**config.mk**
```make
export PLATFORM = sky130hd
export DESIGN_NAME = bmhq_ctrl
export DESIGN_NICKNAME = d
export VERILOG_FILES = /design/src/bmhq_pkg.sv /design/src/bmhq_ctrl.sv
export SDC_FILE = /design/constraint.sdc
export NUM_CORES = 1
export LEC_CHECK = 0
export ABC_CLOCK_PERIOD_IN_PS = 1400
export BUFFER_PORTS_ARGS = -buffer_cell sky130_fd_sc_hd__buf_2
export CORE_UTILIZATION = 40
export DETAILED_ROUTE_END_ITERATION = 6
export PLACE_DENSITY = 0.71
export SYNTH_ARGS = -nofsm -noshare
export SYNTH_HDL_FRONTEND = slang
export SYNTH_SLANG_ARGS = --single-unit
```
**constraint.sdc**
```tcl
create_clock -name clk_i -period 1.4 [get_ports clk_i]
set_input_delay 0.14 -clock clk_i [delete_from_list [all_inputs] [get_ports clk_i]]
set_output_delay 0.14 -clock clk_i [all_outputs]
set_load 0.05 [all_outputs]
```
**src/bmhq_pkg.sv**
```systemverilog
// bmhq_pkg: shared types, codes and constants of the binary min-heap queue.
// Used by every module under src but bmhq_ram; depends on nothing.
package bmhq_pkg;

  localparam int unsigned HEAP_DEPTH = 1024;   // default store depth
  localparam int unsigned COUNT_W    = 10;     // held count and capacity width
  localparam int unsigned INDEX_W    = COUNT_W + 1;  // room for child index 2*i+1
  localparam int unsigned COUNT_MAX  = (1 << COUNT_W) - 1;
  localparam int unsigned ENTRY_W    = 64;
  localparam logic [COUNT_W-1:0] CAP_RESET = COUNT_W'(4);

  typedef enum logic [1:0] {
    FN_INSERT = 2'd0,
    FN_APPEND = 2'd1,
    FN_BUILD  = 2'd2,
    FN_POP    = 2'd3
  } func_e;

  typedef enum logic [1:0] {
    ST_OK    = 2'd0,
    ST_FULL  = 2'd1,
    ST_EMPTY = 2'd2
  } status_e;

  typedef struct packed {
    logic [31:0] weight;
    logic [15:0] from_vertex;
    logic [15:0] to_vertex;
  } entry_t;

  typedef struct packed {
    func_e       func;
    logic [31:0] weight_in;
    logic [15:0] from_vertex_in;
    logic [15:0] to_vertex_in;
  } in_item_t;

  typedef struct packed {
    status_e            status;
    logic [31:0]        weight_out;
    logic [15:0]        from_vertex_out;
    logic [15:0]        to_vertex_out;
    logic [COUNT_W-1:0] entry_count;
  } out_item_t;

  // Datapath commands, one per cycle.
  typedef enum logic [4:0] {
    DP_NOP,
    DP_LOAD,         // latch accepted word
    DP_FULL,         // mark result full
    DP_EMPTY,        // mark result empty
    DP_APPEND,       // write entry at count+1, count++
    DP_INS_START,    // count++, hole at new slot, carry entry
    DP_UP_READ,      // read parent of hole
    DP_UP_MOVE,      // parent drops into hole, hole moves up
    DP_PUT_CUR,      // carried entry settles in hole
    DP_POP_RD_ROOT,  // read slot 1
    DP_POP_RD_LAST,  // keep root as result, read last slot
    DP_POP_LOAD,     // carry last entry from root, count--
    DP_BUILD_INIT,   // start index count/2
    DP_BUILD_READ,   // read slot at build index
    DP_BUILD_LOAD,   // carry it, hole at build index
    DP_BUILD_NEXT,   // build index--
    DP_SD_RD_L,      // read left child
    DP_SD_RD_R,      // keep left, read right child
    DP_SD_PICK,      // pick smaller child, left on tie
    DP_SD_MOVE,      // child rises into hole, hole moves down
    DP_PUBLISH       // load result register
  } dp_op_e;

  typedef struct packed {
    func_e func;
    logic  full;        // held count at limit
    logic  empty;       // nothing held
    logic  up_more;     // hole below root
    logic  up_less;     // carried weight < parent weight
    logic  has_left;    // hole has a left child
    logic  sd_less;     // picked child weight < carried weight
    logic  build_more;  // build index not yet zero
  } dp_stat_t;

endpackage

```
**src/bmhq_ctrl.sv**
```systemverilog
// bmhq_ctrl: sequencer of the heap queue; issues one datapath command a cycle
// and runs both handshakes. Depends on bmhq_pkg.
module bmhq_ctrl (
  input  logic                clk_i,
  input  logic                rst_ni,
  input  logic                in_valid_i,
  output logic                in_ready_o,
  output logic                out_valid_o,
  input  logic                out_ready_i,
  input  bmhq_pkg::dp_stat_t  stat_i,
  output bmhq_pkg::dp_op_e    op_o
);

  typedef enum logic [3:0] {
    S_IDLE,
    S_DISPATCH,
    S_UP_CHECK,
    S_UP_CMP,
    S_POP_LAST,
    S_POP_LOAD,
    S_BLD_CHECK,
    S_BLD_LOAD,
    S_SD_CHECK,
    S_SD_RD_R,
    S_SD_PICK,
    S_SD_CMP,
    S_SD_END,
    S_FINISH
  } state_e;

  state_e state_q, state_d;
  logic   out_valid_q, out_valid_d;
  logic   slot_free;

  assign slot_free = !out_valid_q || out_ready_i;

  always_comb begin
    state_d = state_q;
    op_o    = bmhq_pkg::DP_NOP;
    unique case (state_q)
      S_IDLE: begin
        if (in_valid_i) begin
          op_o    = bmhq_pkg::DP_LOAD;
          state_d = S_DISPATCH;
        end
      end
      S_DISPATCH: begin
        unique case (stat_i.func)
          bmhq_pkg::FN_INSERT: begin
            if (stat_i.full) begin
              op_o    = bmhq_pkg::DP_FULL;
              state_d = S_FINISH;
            end else begin
              op_o    = bmhq_pkg::DP_INS_START;
              state_d = S_UP_CHECK;
            end
          end
          bmhq_pkg::FN_APPEND: begin
            op_o    = stat_i.full ? bmhq_pkg::DP_FULL : bmhq_pkg::DP_APPEND;
            state_d = S_FINISH;
          end
          bmhq_pkg::FN_BUILD: begin
            op_o    = bmhq_pkg::DP_BUILD_INIT;
            state_d = S_BLD_CHECK;
          end
          bmhq_pkg::FN_POP: begin
            if (stat_i.empty) begin
              op_o    = bmhq_pkg::DP_EMPTY;
              state_d = S_FINISH;
            end else begin
              op_o    = bmhq_pkg::DP_POP_RD_ROOT;
              state_d = S_POP_LAST;
            end
          end
          default: ;
        endcase
      end
      S_UP_CHECK: begin
        if (stat_i.up_more) begin
          op_o    = bmhq_pkg::DP_UP_READ;
          state_d = S_UP_CMP;
        end else begin
          op_o    = bmhq_pkg::DP_PUT_CUR;
          state_d = S_FINISH;
        end
      end
      S_UP_CMP: begin
        if (stat_i.up_less) begin
          op_o    = bmhq_pkg::DP_UP_MOVE;
          state_d = S_UP_CHECK;
        end else begin
          op_o    = bmhq_pkg::DP_PUT_CUR;
          state_d = S_FINISH;
        end
      end
      S_POP_LAST: begin
        op_o    = bmhq_pkg::DP_POP_RD_LAST;
        state_d = S_POP_LOAD;
      end
      S_POP_LOAD: begin
        op_o    = bmhq_pkg::DP_POP_LOAD;
        state_d = S_SD_CHECK;
      end
      S_BLD_CHECK: begin
        if (stat_i.build_more) begin
          op_o    = bmhq_pkg::DP_BUILD_READ;
          state_d = S_BLD_LOAD;
        end else begin
          state_d = S_FINISH;
        end
      end
      S_BLD_LOAD: begin
        op_o    = bmhq_pkg::DP_BUILD_LOAD;
        state_d = S_SD_CHECK;
      end
      S_SD_CHECK: begin
        if (stat_i.has_left) begin
          op_o    = bmhq_pkg::DP_SD_RD_L;
          state_d = S_SD_RD_R;
        end else begin
          op_o    = bmhq_pkg::DP_PUT_CUR;
          state_d = S_SD_END;
        end
      end
      S_SD_RD_R: begin
        op_o    = bmhq_pkg::DP_SD_RD_R;
        state_d = S_SD_PICK;
      end
      S_SD_PICK: begin
        op_o    = bmhq_pkg::DP_SD_PICK;
        state_d = S_SD_CMP;
      end
      S_SD_CMP: begin
        if (stat_i.sd_less) begin
          op_o    = bmhq_pkg::DP_SD_MOVE;
          state_d = S_SD_CHECK;
        end else begin
          op_o    = bmhq_pkg::DP_PUT_CUR;
          state_d = S_SD_END;
        end
      end
      S_SD_END: begin
        if (stat_i.func == bmhq_pkg::FN_BUILD) begin
          op_o    = bmhq_pkg::DP_BUILD_NEXT;
          state_d = S_BLD_CHECK;
        end else begin
          state_d = S_FINISH;
        end
      end
      S_FINISH: begin
        // wait until the result register can take the new word
        if (slot_free) begin
          op_o    = bmhq_pkg::DP_PUBLISH;
          state_d = S_IDLE;
        end
      end
      default: state_d = S_IDLE;
    endcase
  end

  always_comb begin
    out_valid_d = out_valid_q;
    if (op_o == bmhq_pkg::DP_PUBLISH) begin
      out_valid_d = 1'b1;
    end else if (out_ready_i) begin
      out_valid_d = 1'b0;
    end
  end

  always_ff @(posedge clk_i or negedge rst_ni) begin
    if (!rst_ni) begin
      state_q     <= S_IDLE;
      out_valid_q <= 1'b0;
    end else begin
      state_q     <= state_d;
      out_valid_q <= out_valid_d;
    end
  end

  assign in_ready_o  = state_q == S_IDLE;
  assign out_valid_o = out_valid_q;

endmodule

```
==> metrics.yaml <==
run_status: "finished with violations"
violations: "DRC, setup timing"
max_cap_viol_count: 0
power_density_nw_per_um2: 2868
yosysSeqAreaShare: 0.1808
worst_r2r_startpoint: "state_q[0]"
rsz0062_at_grt: "true"
synth.net_count: 109
dp_slack_ns: -0.2882
worstMarginPinSlew_ns: 0.3110
share_of_flip_flops_with_an_asynchronous_set_or_reset_after_synthesis: 1.000
ys.flop_type: "dfrtp_1"
core_area_um2: 1559
leakage_nw: 0.6492
detail_route.drc_violations: 1
finalHoldViolations: 0
antenna-diode-count: 0
globalRouteTotalUtil: 0.3991
min_path_type: "in2async"
routed-via-count: 1142
setup_viol_count_final: 10
pin_count: 20
cp-startpoint: "state_q[0]"
postSynthRegisterBits: 5
worst_slew_margin_rel: 0.7919
place_hpwl_mm: 1.983
drt_iter0_markers: 66
post_route_cells_drive_above_1_share: 0.6646
setup_total_negative_slack_ns: -2.781
yosys-top-cells-area: "dfrtp_1, buf_6, o21ai_0"
netlist_area_um2: 691.9
antenna_violations_before_repair: 0
main_combinational_cell_family_by_area_after_synthesis: "simple AND/OR/NAND/NOR gates"
critPathKind: "reg2out"
synth.yosys.warnings: 0
cts_buf_count: 3
synth_compound_area_frac: 0.3165
cts.clk_slew.worst_paths_ns: 0.05
yosysTopAreaCellShare: 0.1808
final_core_utilization: 0.9157
cts_max_path_buffers: 2
synthSimpleGateAreaFrac: 0.3454
detail_route.wl_per_cell_um: 21.16
initial_core_util: 0.4438
post_synth_inst_count: 96
place.detailed.instances: 158
final_nets: 172
die_h_um: 43.59
synth.distinct_cells: 36
crit_path_start_kind: "flip-flop"
portBuffers: 19
worst_setup_path_end_kind: "output pin"
synth_mux_area_frac: 0.03255
synth-edff-count: 0
vias_per_cell: 6.563
vdd.ir_drop.worst_mv: 2.048
synth_xor_xnor_area_share: 0
synth_adder_area_share: 0
cts_root_buffer: "clkbuf_4"
syn_avg_cell_area_um2: 7.207
yosysTopAreaCell: "dfrtp_1"
dieWidth_um: 43.59
synth.top_cells.by_count: "nor2_1, o21ai_0, nand2_1, nor3_1"
overflow: 0
final_slew_viol_count: 0
final_min_period_over_clock_period: 1.366
path_max_fanout: 2
cts.sinks: 5
period_needed_ns: 1.913
routability_driven_placement_congestion_ratio: 0.9165
grt_max_degree: 9
detailedRoute.firstPassIterationCount: 6
fin_total_pwr_mw: 4.094
detail-route-antenna-nets: 0
max_clock_freq_mhz: 522.7
required_arrival_time_at_the_worst_endpoint_ns: 1.26
via_count_of_the_first_global_routing_pass: 1159
dieArea_um2: 1900
cts-htree-levels: 1
routed_wl_mm: 3.682
fin_worst_skew_ns: 0.003943
grt_first_pass_wirelength_mm: 5.416
post_layout_nonfiller_instances: 174
cts_tree: "done"
placement_rows: 14
cp.arrival_ns: 1.77
clk-insertion-delay-late_ns: 0.26
areaGrowthSynthToFinish_pct: 106.3
finalWorstSetupSlack_ns: -0.5131
## per-stage QoR
| step | hold WS [ns] | area (um^2) |
|---|---|---|
| after global placement | -0.04165 | 1056 |
| final | 0.2230 | 1428 |
| after CTS | 0.2363 | 1371 |
| after floorplan | -0.1556 | 758.2 |
| after global routing | 0.2279 | 1428 |
| after detailed placement | -0.03871 | 1056 |
## power by group
group	switching, mW	internal [mW]	leakage (nW)
combinational	1.92	1.66	0.576
clock	0.0750	0.109	0.0150
sequential	0.107	0.225	0.0585
## state kept, by name, summed over array words and instances (netlist names)
| register | count |
|---|---|
| out_valid_o | 1 |
| state_q | 4 |
## cell type report
type / instances / area, um^2
well taps: 16 / 20.02
flip-flops and latches: 5 / 128.9
clock buffers: 4 / 26.28
repair buffers: 66 / 540.5
fillers: 71 / 131.4
multi-input cells: 78 / 689.4
inverters: 5 / 22.52
## cells in the final DEF, fill, tap and decap left out, types with 3 or more instances in the layout
| master | synthesis | layout |
|---|---|---|
| a21oi_1 | 6 | 4 |
| buf_2 | 3 | 13 |
| buf_4 | 1 | 34 |
| buf_6 | 4 | 16 |
| clkbuf_4 | 0 | 3 |
| dfrtp_2 | 0 | 3 |
| inv_1 | 4 | 3 |
| nand2_1 | 7 | 6 |
| nand2b_1 | 4 | 3 |
| nand3_1 | 6 | 6 |
| nand4_1 | 3 | 3 |
| nor2_1 | 8 | 7 |
| nor2b_4 | 0 | 3 |
| nor3_4 | 0 | 4 |
| o21ai_0 | 8 | 4 |
## cells by family (layout without fill, tap and decap cells)
kind of cell / count (synthesis) / count (layout)
AO/OA/AOI/OAI: 32 / 32
flip-flops: 5 / 5
multiplexers: 1 / 1
AND/OR/NAND/NOR: 45 / 45
buffers and inverters: 13 / 75
## timing repair
| action | CTS | global route |
|---|---|---|
| hold buffers | 1 | 0 |
| resized for setup | 56 | 6 |
| buffers inserted | 12 | 7 |
| pin swaps | 15 | 11 |
| setup endpoints to repair | 10 | 10 |
| cloned | 0 | 0 |
| endpoints found under the hold margin | 5 | 0 |
## final timing paths
check,slack (ns),to,cells after the start
max,-0.51,op_o[1],5
min,0.22,state_q[0],2
min reg2reg,0.71,state_q[1],2
max reg2reg,-0.17,state_q[0],7
max in group asynchronous,1.02,state_q[2],2
min in group clk_i,0.27,state_q[0],4
## critical path, cell delays in order (launching register included)
cell	delay [ns]
dfrtp_1	0.41
mux2i_4	0.26
nand3b_1	0.21
o41ai_4	0.12
a211o_2	0.35
buf_8	0.16
## per-layer routing
layer / share of wire / global-route usage / vias up
met5: 0 / 0 / -
met4: 0.054 / 0.2250 / 0
met3: 0.092 / 0.1458 / 25
met2: 0.49 / 0.6896 / 81
met1: 0.37 / 0.4130 / 552
li1: - / - / 484
Note: power is estimated with default switching activity, not from simulation.
